File: src/rtl/tjd_pkg.sv
// shared types, constants and the step program for the trend jump detector
// no dependencies; imported by tjd_ctrl, tjd_dp and trend_jump_detector
package tjd_pkg;

    localparam int MAX_SAMPLES = 1024;
    localparam int MIN_TEST    = 2;

    localparam int CNT_W  = 11;
    localparam int X_W    = 16;
    localparam int Y_W    = 32;
    localparam int SX_W   = 26;
    localparam int SXX_W  = 42;
    localparam int SY_W   = 42;
    localparam int SXY_W  = 58;
    localparam int THR_W  = 16;
    localparam int XSQ_W  = 32;
    localparam int XY_W   = 48;

    localparam logic signed [THR_W-1:0] THR_RESET = 16'sd410;

    // every intermediate of the exact test fits in this many bits, signed
    localparam int ACC_W     = 104;
    localparam int CHUNK_W   = 32;
    localparam int N_CHUNKS  = 4;
    localparam int AFULL_W   = N_CHUNKS * CHUNK_W;
    localparam int OPB_W     = 33;
    localparam int PROD_W    = CHUNK_W + 1 + OPB_W;
    localparam int ERR_SHIFT = 12;

    localparam int STEP_W = 5;
    localparam logic [STEP_W-1:0] LAST_STEP = 5'd25;

    // multiplier operand a, taken one 32-bit chunk at a time
    typedef enum logic [3:0] {
        A_X, A_Y, A_SX, A_SXX, A_SY, A_SXY, A_ACO, A_DET, A_NUM
    } t_asel;

    // multiplier operand b, 33-bit signed
    typedef enum logic [2:0] {
        B_X, B_Y, B_N, B_SX, B_SY_LO, B_SY_HI, B_THR
    } t_bsel;

    // register that takes the accumulator after a step
    typedef enum logic [2:0] {
        D_NONE, D_XSQ, D_XY, D_DET, D_ACO, D_NUM, D_ERR
    } t_dst;

    typedef struct packed {
        logic        valid;
        logic        clr;
        logic        neg;
        logic        sub_num;
        t_asel       a_sel;
        logic [1:0]  a_chunk;
        t_bsel       b_sel;
        logic [1:0]  shift;
        t_dst        dst;
    } t_cmd;

    typedef struct packed {
        logic load;
        logic commit;
        t_cmd cmd;
    } t_ctrl;

    function automatic t_cmd mk(input logic clr, input logic neg, input t_asel a_sel,
                                input logic [1:0] a_chunk, input t_bsel b_sel,
                                input logic [1:0] shift, input t_dst dst);
        t_cmd c;
        c.valid   = 1'b1;
        c.clr     = clr;
        c.neg     = neg;
        c.sub_num = 1'b0;
        c.a_sel   = a_sel;
        c.a_chunk = a_chunk;
        c.b_sel   = b_sel;
        c.shift   = shift;
        c.dst     = dst;
        return c;
    endfunction

    // det = N*Sxx - Sx*Sx, aco = N*Sxy - Sx*Sy,
    // num = Sy*Sxx - Sx*Sxy + aco*x, err = y*det - num, tp = num*thr
    function automatic t_cmd step_cmd(input logic [STEP_W-1:0] step);
        t_cmd c;
        c = '0;
        case (step)
            5'd0:  c = mk(1'b1, 1'b0, A_X,   2'd0, B_X,     2'd0, D_XSQ);
            5'd1:  c = mk(1'b1, 1'b0, A_Y,   2'd0, B_X,     2'd0, D_XY);
            5'd2:  c = mk(1'b1, 1'b0, A_SXX, 2'd0, B_N,     2'd0, D_NONE);
            5'd3:  c = mk(1'b0, 1'b0, A_SXX, 2'd1, B_N,     2'd1, D_NONE);
            5'd4:  c = mk(1'b0, 1'b1, A_SX,  2'd0, B_SX,    2'd0, D_DET);
            5'd5:  c = mk(1'b1, 1'b0, A_SXY, 2'd0, B_N,     2'd0, D_NONE);
            5'd6:  c = mk(1'b0, 1'b0, A_SXY, 2'd1, B_N,     2'd1, D_NONE);
            5'd7:  c = mk(1'b0, 1'b1, A_SY,  2'd0, B_SX,    2'd0, D_NONE);
            5'd8:  c = mk(1'b0, 1'b1, A_SY,  2'd1, B_SX,    2'd1, D_ACO);
            5'd9:  c = mk(1'b1, 1'b0, A_SXX, 2'd0, B_SY_LO, 2'd0, D_NONE);
            5'd10: c = mk(1'b0, 1'b0, A_SXX, 2'd0, B_SY_HI, 2'd1, D_NONE);
            5'd11: c = mk(1'b0, 1'b0, A_SXX, 2'd1, B_SY_LO, 2'd1, D_NONE);
            5'd12: c = mk(1'b0, 1'b0, A_SXX, 2'd1, B_SY_HI, 2'd2, D_NONE);
            5'd13: c = mk(1'b0, 1'b1, A_SXY, 2'd0, B_SX,    2'd0, D_NONE);
            5'd14: c = mk(1'b0, 1'b1, A_SXY, 2'd1, B_SX,    2'd1, D_NONE);
            5'd15: c = mk(1'b0, 1'b0, A_ACO, 2'd0, B_X,     2'd0, D_NONE);
            5'd16: c = mk(1'b0, 1'b0, A_ACO, 2'd1, B_X,     2'd1, D_NONE);
            5'd17: c = mk(1'b0, 1'b0, A_ACO, 2'd2, B_X,     2'd2, D_NONE);
            5'd18: c = mk(1'b0, 1'b0, A_ACO, 2'd3, B_X,     2'd3, D_NUM);
            5'd19: c = mk(1'b1, 1'b0, A_DET, 2'd0, B_Y,     2'd0, D_NONE);
            5'd20: c = mk(1'b0, 1'b0, A_DET, 2'd1, B_Y,     2'd1, D_NONE);
            5'd21: begin
                c = mk(1'b0, 1'b0, A_NUM, 2'd0, B_Y, 2'd0, D_ERR);
                c.sub_num = 1'b1;
            end
            5'd22: c = mk(1'b1, 1'b0, A_NUM, 2'd0, B_THR,   2'd0, D_NONE);
            5'd23: c = mk(1'b0, 1'b0, A_NUM, 2'd1, B_THR,   2'd1, D_NONE);
            5'd24: c = mk(1'b0, 1'b0, A_NUM, 2'd2, B_THR,   2'd2, D_NONE);
            5'd25: c = mk(1'b0, 1'b0, A_NUM, 2'd3, B_THR,   2'd3, D_NONE);
            default: c = '0;
        endcase
        return c;
    endfunction

endpackage

File: src/rtl/tjd_ctrl.sv
// sequencer for the trend jump detector: input/output handshake and step program
// depends on tjd_pkg
module tjd_ctrl (
    input  logic           i_clk,
    input  logic           i_rst_n,
    input  logic           i_in_valid,
    output logic           o_in_ready,
    output logic           o_out_valid,
    input  logic           i_out_ready,
    output tjd_pkg::t_ctrl o_ctrl
);
    import tjd_pkg::*;

    typedef enum logic [3:0] {
        ST_IDLE   = 4'b0001,
        ST_RUN    = 4'b0010,
        ST_DRAIN  = 4'b0100,
        ST_DECIDE = 4'b1000
    } t_state;

    t_state            r_state, n_state;
    logic [STEP_W-1:0] r_step, n_step;
    logic              r_out_valid, n_out_valid;
    logic              load, commit, out_free;

    // no beat is taken while reset is held
    assign o_in_ready  = (r_state == ST_IDLE) && i_rst_n;
    assign o_out_valid = r_out_valid;
    assign load        = i_in_valid && o_in_ready;
    assign out_free    = !r_out_valid || i_out_ready;
    assign commit      = (r_state == ST_DECIDE) && out_free;

    always_comb begin
        o_ctrl.load   = load;
        o_ctrl.commit = commit;
        o_ctrl.cmd    = (r_state == ST_RUN) ? step_cmd(r_step) : '0;
    end

    always_comb begin
        n_state = r_state;
        n_step  = r_step;
        unique case (r_state)
            ST_IDLE: begin
                if (load) begin
                    n_state = ST_RUN;
                    n_step  = '0;
                end
            end
            ST_RUN: begin
                if (r_step == LAST_STEP) begin
                    n_state = ST_DRAIN;
                end else begin
                    n_step = r_step + STEP_W'(1);
                end
            end
            // last product still in the accumulate stage
            ST_DRAIN: n_state = ST_DECIDE;
            ST_DECIDE: begin
                if (out_free) begin
                    n_state = ST_IDLE;
                end
            end
            default: n_state = ST_IDLE;
        endcase
    end

    always_comb begin
        if (commit) begin
            n_out_valid = 1'b1;
        end else if (i_out_ready) begin
            n_out_valid = 1'b0;
        end else begin
            n_out_valid = r_out_valid;
        end
    end

    always_ff @(posedge i_clk) begin
        if (!i_rst_n) begin
            r_state     <= ST_IDLE;
            r_step      <= '0;
            r_out_valid <= 1'b0;
        end else begin
            r_state     <= n_state;
            r_step      <= n_step;
            r_out_valid <= n_out_valid;
        end
    end

    a_step_range: assert property (@(posedge i_clk) disable iff (!i_rst_n)
        r_step <= LAST_STEP)
        else $error("step counter past end of program");

    a_load_starts: assert property (@(posedge i_clk) disable iff (!i_rst_n)
        load |=> (r_state == ST_RUN) && (r_step == '0))
        else $error("accepted beat did not start the program");

    a_drain_after_last: assert property (@(posedge i_clk) disable iff (!i_rst_n)
        (r_state == ST_DRAIN) |-> ($past(r_state) == ST_RUN) && ($past(r_step) == LAST_STEP))
        else $error("drain entered before the last step");

    a_commit_shows: assert property (@(posedge i_clk) disable iff (!i_rst_n)
        commit |=> r_out_valid)
        else $error("result committed but not presented");

endmodule

File: config.mk
export PLATFORM = sky130hd
export DESIGN_NAME = tjd_ctrl
export DESIGN_NICKNAME = d
export VERILOG_FILES = /design/src/rtl/tjd_pkg.sv /design/src/rtl/tjd_ctrl.sv
export SDC_FILE = /design/constraint.sdc
export NUM_CORES = 1
export LEC_CHECK = 0
export ABC_CLOCK_PERIOD_IN_PS = 7150
export BUFFER_PORTS_ARGS = -buffer_cell sky130_fd_sc_hd__buf_4
export CAP_MARGIN = 10
export CORE_MARGIN = 2
export CORE_UTILIZATION = 40
export CTS_CLUSTER_SIZE = 10
export DETAILED_ROUTE_END_ITERATION = 8
export GPL_TIMING_DRIVEN = 0
export HOLD_SLACK_MARGIN = 0.1
export MAX_ROUTING_LAYER = met4
export PLACE_DENSITY_LB_ADDON = 0.12
export SLEW_MARGIN = 20
export SYNTH_ARGS = -nofsm -noshare
export SYNTH_HDL_FRONTEND = slang
export SYNTH_SLANG_ARGS = --single-unit
File: constraint.sdc
create_clock -name i_clk -period 7.15 [get_ports i_clk]
set_input_delay 1.0725 -clock i_clk [delete_from_list [all_inputs] [get_ports i_clk]]
set_output_delay 1.0725 -clock i_clk [all_outputs]
set_load 0.02 [all_outputs]
==> key figures, run 1 <==
Run status
  – Status: complete, no violations

Place
  – Routability cong.: 0.907
  – Final HPWL DP: 3130 µm
  – IO buf count: 25

Synth
  – Async set or reset register ratio after synthesis: 0%
  – Post-synth cell types: 64
  – Syn Inst Count: 206
  – Synth Area per Inst: roughly 9 µm²
  – Post-synth top area share: 30.4%
  – Prevailing post-synth register cell: dfxtp_1
  – Ys Warns: 0
  – Post-synth top cells: 28 x dfxtp_1, 19 x and2_1, 11 x nand2_1
  – Synth Cell Area: 1840 µm²
  – Syn nets: 219
  – Most numerous cell in the Yosys netlist: dfxtp_1
  – EDFF count, synth: 0
  – Post-synthesis register bit count: 28
  – Largest cells by area after synthesis: dfxtp_1 30%, and2_1 6.5%, ha_1 6.1%, mux2i_1 2.7%, o21ai_0 2.7%
  – Seq/Total Area, Yosys: 30.4%
  – Cell taking the most area after synthesis: dfxtp_1

Clocking
  – CTS root buf: clkbuf_8
  – Clock tree buffer depth: 2
  – CTS Sinks: 28
  – Clk slew on worst S/H paths: approximately 90 ps
  – Clk Latency, worst-skew pair: 270 ps
  – Setup Fix Bufs, Post-CTS: 0
  – CTS Buf Count: 3
  – CTS tree: done
  – H-Tree Level Count: 1
  – CTS hold repair buffers: 0
  – CTS resizes: 0

Pwr
  – Pleak: between 0.9 and 1 nW
  – Pwr Total: 311 µW
  – Switching part of the total: a little over a fifth
  – Clock Power Share: 39.4%
  – Max VDD drop: 0.000104 V
  – Internal power: 244 µW
  – NetSw: 66.9 µW
  – Sequential Power Share: 51.4%
  – Combinational share of power: 9.2%
  – Pwr/cell area: 144 nW/µm²

Route
  – Via density: 5.57
  – Final WL: 4270 µm
  – Antenna viol nets, final: 0
  – WL met3: about 210 µm
  – Met1 Wirelength: 2110 µm
  – DR pass1 iterations: 4
  – Iter 0 DRT Violations: roughly 100
  – Routed wl met2: 1870 µm
  – Total number of vias: 1600
  – Uppermost routed layer: met4
  – Drt wl/cell: 14.9 µm
  – Remaining routing DRC violations: 0

Flow run
  – Max-cap violations: 0

Timing
  – RSZ-0062 raised after global routing: false
  – Slew HR: 46.7%
  – Clk_skew: 3.80 ps
  – Final Hold Fails: 0
  – Setup violators final: 0
  – Setup_tns: 0 ps
  – Worst-margin pin slew: 788 ps
  – Fmax: 289 MHz
  – Period Utilization, post-route: 48.4%
  – Min Tclk post-route: 3460 ps
  – Final Max Tran Viols: 0

Global route
  – Initial antenna violation count: 0
  – Total GRT Usage: between 10% and 20%
  – Largest net degree at the start of global routing: 17
  – Number of global-route vias before repair: 1479
  – First-pass GRT wire length: 7270 µm
  – Total grt overflow: 0

Finish
  – Fillers: around 430
  – # nets final: approximately 250
  – Proportion of layout cells with a drive suffix above 1: 25.1%
  – Antenna cells: 0
  – Area growth from synthesis to layout: 17.6%

Worst setup path
  – Critical-path cell list: nor4b_1 -> clkbuf_1 -> clkbuf_1 -> and2_1 -> buf_4
  – Worst setup path endpoint: o_ctrl[11]
  – CP Capture Type: primary output
  – Kind of critical path: reg2out
  – WP data required: 6080 ps
  – R2R depth: 11
  – CP most frequent cell: clkbuf_1
  – Critical R2R Launch: r_state[1]
  – Biggest cell delay along the critical path: 670 ps
  – Crit path from: r_state[1]
  – Crit start category: register
  – Worst endpoint data arrival time: ~2400 ps
  – Slowest-stage cell, CP: nor4b_1
  – Crit Path Max Fanout: 10
  – FF-to-FF setup slack: 3820 ps

Die
  – Die ar.: around 5200 µm²
  – Die W: slightly above 70 µm
  – Initial Utilization: between 40% and 50%
  – Die H: between 70 and 80 µm
  – Rows: 24
  – Io pins: 26
  – Core Footprint: 4380 µm²

Hold path
  – Hold crit path type: reg2reg
## per-layer routing
layer,GRT usage [%],vias to the layer above
li1,-,810
met1,26.1,735
met2,26.4,48
met3,2.11,7
met4,5.45,0
met5,-,-
## cells by family after synthesis
kind of cell,Yosys count,synth area share [%]
compound gates,65,27.1
xor+xnor,2,0.951
fa+ha+maj,9,6.11
buf+inv,23,7.81
flops,28,30.4
mux,7,4.14
simple gates,72,23.4
## stage by stage
stage	hold slack (ps)	cell area (µm²)	std cells	worst slack, ps	util [%]
after floorplan	511	1840	206	3890	-
after global routing	642	2170	287	3320	49.4
after global placement	578	2090	283	3450	47.8
after detailed placement	581	2090	283	3460	47.8
final	586	2170	287	3690	49.4
after CTS	594	2170	287	3690	49.4
## cell usage in the layout (no fill, tap or decap), types with 3 or more instances in the layout
cell type / n
nor3_1: 3
o21ai_1: 4
nand3_1: 5
inv_1: 6
nor2_1: 10
or3_1: 3
clkbuf_1: 3
buf_6: 3
and2_1: 19
o21ai_0: 10
o221ai_2: 3
nand2_1: 11
dfxtp_1: 28
a21oi_1: 9
clkbuf_8: 3
o211ai_1: 5
o22ai_1: 3
a31oi_1: 3
buf_4: 30
nor2b_1: 3
mux2i_1: 5
ha_1: 9
## worst min-delay path by stage
stage                           from          to  slack, ps  cells after the start
after CTS                 r_state[1]  r_state[3]        590                      1
final                     r_state[0]  r_state[3]        590                      1
after floorplan           r_state[1]  r_state[3]        510                      1
after global routing      r_state[0]  r_state[3]        640                      1
after global placement    r_state[0]  r_state[3]        580                      1
after detailed placement  r_state[1]  r_state[3]        580                      1
## critical path: cells and delay by family (launching register included)
family	cells	cell delay, ps
simple gates	2	850
buf+inv	3	800
flops	1	460
## area by class of cell
class | count | area (µm²) | share of cell area [%]
plain buffers | 14 | 108 | 4.97
clock buffers | 3 | 41.3 | 1.91
clock inverters | 1 | 30.0 | 1.39
inverters | 9 | 36.3 | 1.68
multi-input cells | 155 | 1140 | 52.5
flip-flops and latches | 28 | 561 | 25.9
well taps | 52 | 65.1 | 3.00
repair buffers | 25 | 188 | 8.67
## power by group through the flow
stage | Clock, mW | Combinational, mW | Sequential [mW]
floorplan | 0 | 0.0201 | 0.163
global placement | 0 | 0.0285 | 0.164
CTS | 0.126 | 0.0285 | 0.160
finish | 0.123 | 0.0285 | 0.160
global route | 0.133 | 0.0318 | 0.161
detailed placement | 0 | 0.0284 | 0.164
Power figures use the tool's default switching activity.
==> run 2, diff against run 1 <==
Settings changed: ABC_AREA from default to 1, ABC_CLOCK_PERIOD_IN_PS 7150 to 3120.
Clock period 7.15 ns to 3.12 ns, I/O delays scaled along.
==> run 2 against run 1 <==
Effect of this change: clock skew up 4.6 ps; cell count is 20% higher; cell area decreased by 4.5%; critical path depth up 13; combinational power grew to 6.4 times the previous value; non-clock buffer count down 4; routed wire length fell by 10%; sequential share of layout area grew 1.2 points; synthesized cell count rose by 28%.
==> key figures, run 2 <==
Place
  – Dpl cell area: roughly 2000 µm²
  – IO buf count: 25
  – Routability cong.: 0.905
  – Final HPWL DP: 2850 µm

Finish
  – Final instance area: slightly above 2000 µm²
  – Antenna cells: 0
  – Fillers: 451
  – Area growth from synthesis to layout: 17.5%
  – # nets final: 306
  – Proportion of layout cells with a drive suffix above 1: 20.9%
  – Commonest cells after routing, fill and taps aside: 70 x nand2_1, 42 x inv_1, 29 x nand3_1
  – Most common cell after layout, fill and taps aside: nand2_1

Synth
  – Prevailing post-synth register cell: dfxtp_1
  – Syn Inst Count: 263
  – Most numerous cell in the Yosys netlist: nand2_1
  – Synth Cell Area: 1760 µm²
  – Largest cells by area after synthesis: dfxtp_1 32%, nand2_1 15%, inv_1 9.0%, nand3_1 8.2%, ha_1 6.4%
  – Post-synthesis register bit count: 28
  – Cell taking the most area after synthesis: dfxtp_1
  – Post-synth top cells: 70 x nand2_1, 42 x inv_1, 29 x nand3_1
  – Synth Area per Inst: 6.69 µm²
  – Post-synth cell types: 30
  – EDFF count, synth: 0
  – Post-synth top area share: 31.8%
  – Ys Warns: 0
  – Async set or reset register ratio after synthesis: 0%
  – Syn nets: 276
  – Seq/Total Area, Yosys: 31.8%

Die
  – Core Footprint: around 4300 µm²
  – Die H: 70.3 µm
  – Initial Utilization: roughly two fifths
  – Io pins: 26
  – Rows: 24
  – Die W: 70.3 µm
  – Die ar.: just under 5000 µm²

Worst setup path
  – CP Capture Type: register
  – FF-to-FF setup slack: 540 ps
  – CP bufs+invs: 3
  – Slowest-stage cell, CP: dfxtp_1
  – Crit path from: r_step[0]
  – Critical-path cell list: ha_1 -> nand2_1 -> inv_1 -> nand2_1 -> nand2_4 -> nand2_4 -> nand2_1 -> nand2_1 -> nand2_1 -> inv_1 -> ha_1 -> inv_1 -> nand3_1 -> nand2_1 -> nand2_1 -> nand2_1 -> nand2_1 -> nand2_1
  – Worst endpoint data arrival time: 2800 ps
  – CP most frequent cell: nand2_1
  – Crit Path Max Fanout: 9
  – R2R depth: 18
  – Kind of critical path: reg2reg
  – CP delay by family, top: simple AND/OR/NAND/NOR gates
  – Critical R2R Launch: r_step[0]
  – Biggest cell delay along the critical path: 450 ps
  – Crit start category: register
  – WP data required: 3340 ps

Timing
  – Slew HR: approximately 64%
  – Clk_skew: 8.35 ps
  – Min Tclk post-route: between 2000 and 3000 ps
  – Setup_tns: 0 ps
  – Period Utilization, post-route: 82.6%
  – Setup violators final: 0
  – RSZ-0062 raised after global routing: false
  – Fmax: 388 MHz
  – Worst-margin pin slew: 538 ps
  – Final Hold Fails: 0
  – Final Max Tran Viols: 0

Global route
  – Total grt overflow: 0
  – GRT met2 Usage: roughly a quarter
  – Most Used Layer, Global Route: met2
  – Number of global-route vias before repair: 1425
  – Met3 usage: ~2.2%
  – Initial antenna violation count: 0
  – Met1 Usage GRT: around a quarter
  – First-pass GRT wire length: 6660 µm
  – Largest net degree at the start of global routing: 16
  – Total GRT Usage: 17.2%

Route
  – Drt wl/cell: about 11 µm
  – Remaining routing DRC violations: 0
  – Via density: around 4.7
  – Total number of vias: 1603
  – Iter 0 DRT Violations: ~110
  – Antenna viol nets, final: 0
  – Final WL: 3840 µm
  – DR pass1 iterations: 4

Clocking
  – Clk slew on worst S/H paths: ~100 ps
  – CTS Buf Count: 3
  – CTS resizes: 0
  – H-Tree Level Count: 1
  – CTS hold repair buffers: 0
  – CTS root buf: clkbuf_8
  – CTS tree: done
  – Clk Latency, worst-skew pair: 270 ps
  – CTS Sinks: 28
  – Setup Fix Bufs, Post-CTS: 0
  – Clock tree buffer depth: 2

Hold path
  – Hold Crit Start: i_out_ready
  – Hold crit path type: in2reg
  – Hold Path Sink: o_out_valid
  – Hold Path Cell Cnt: 4

Flow run
  – Max-cap violations: 0

Pwr
  – Max VDD drop: around 0.00016 V
  – Pleak: 1.11 nW
  – Pwr/cell area: 389 nW/µm²

Run status
  – Status: complete, no violations
## run 2: area by class of cell
cell class | count | area [µm²] | share of cell area (%)
buffer | 10 | 72.6 | 3.51
timing repair buffer | 25 | 188 | 9.07
clock buffer | 4 | 55.1 | 2.66
inverter | 48 | 180 | 8.71
multi-input combinational | 177 | 947 | 45.8
tap | 52 | 65.1 | 3.15
sequential | 28 | 561 | 27.1
## run 2: worst reg2reg max path, cell delays in order, from the launching register on
cell,delay [ps]
dfxtp_1,450
ha_1,200
nand2_1,50
inv_1,50
nand2_1,80
nand2_4,140
nand2_4,90
nand2_1,70
nand2_1,60
nand2_1,240
inv_1,160
ha_1,360
inv_1,110
nand3_1,120
nand2_1,120
nand2_1,70
nand2_1,60
nand2_1,50
nand2_1,50
## run 2: how the worst max path moves through the flow
stage                     cells past startpoint       end  slack, ps
after global placement                       17  register        650
final                                        18  register        540
after floorplan                              17  register        990
after CTS                                    18  register        560
after detailed placement                     18  register        610
after global routing                         18  register        250
## run 2: per-stage QoR
stage / hold slack, ps / utilization, % / total power [mW] / worst slack (ps) / cells
after floorplan: 588 / - / 0.546 / 991 / 263
after global placement: 579 / 46.9 / 0.589 / 647 / 340
after detailed placement: 580 / 46.9 / 0.589 / 613 / 340
after CTS: 501 / 48.2 / 0.813 / 562 / 344
after global routing: 521 / 48.2 / 0.852 / 250 / 344
final: 501 / 48.2 / 0.804 / 543 / 344
## run 2: kinds of logic after synthesis
| kind of cell | Yosys count | share of synthesized area [%] |
|---|---|---|
| flops | 28 | 31.8 |
| fa+ha+maj | 9 | 6.40 |
| buf+inv | 58 | 14.4 |
| simple gates | 158 | 44.4 |
| compound gates | 10 | 2.99 |
## run 2: metal layers
metal | vias to the layer above | part of all wire [%]
met5 | - | 0
met4 | 0 | 1.6
met3 | 7 | 6.0
met2 | 51 | 45
met1 | 682 | 47
li1 | 863 | -
## run 2: report_power, final
part	internal, mW	switching, mW
sequential	0.387	0.0116
clock	0.113	0.109
combinational	0.0641	0.119
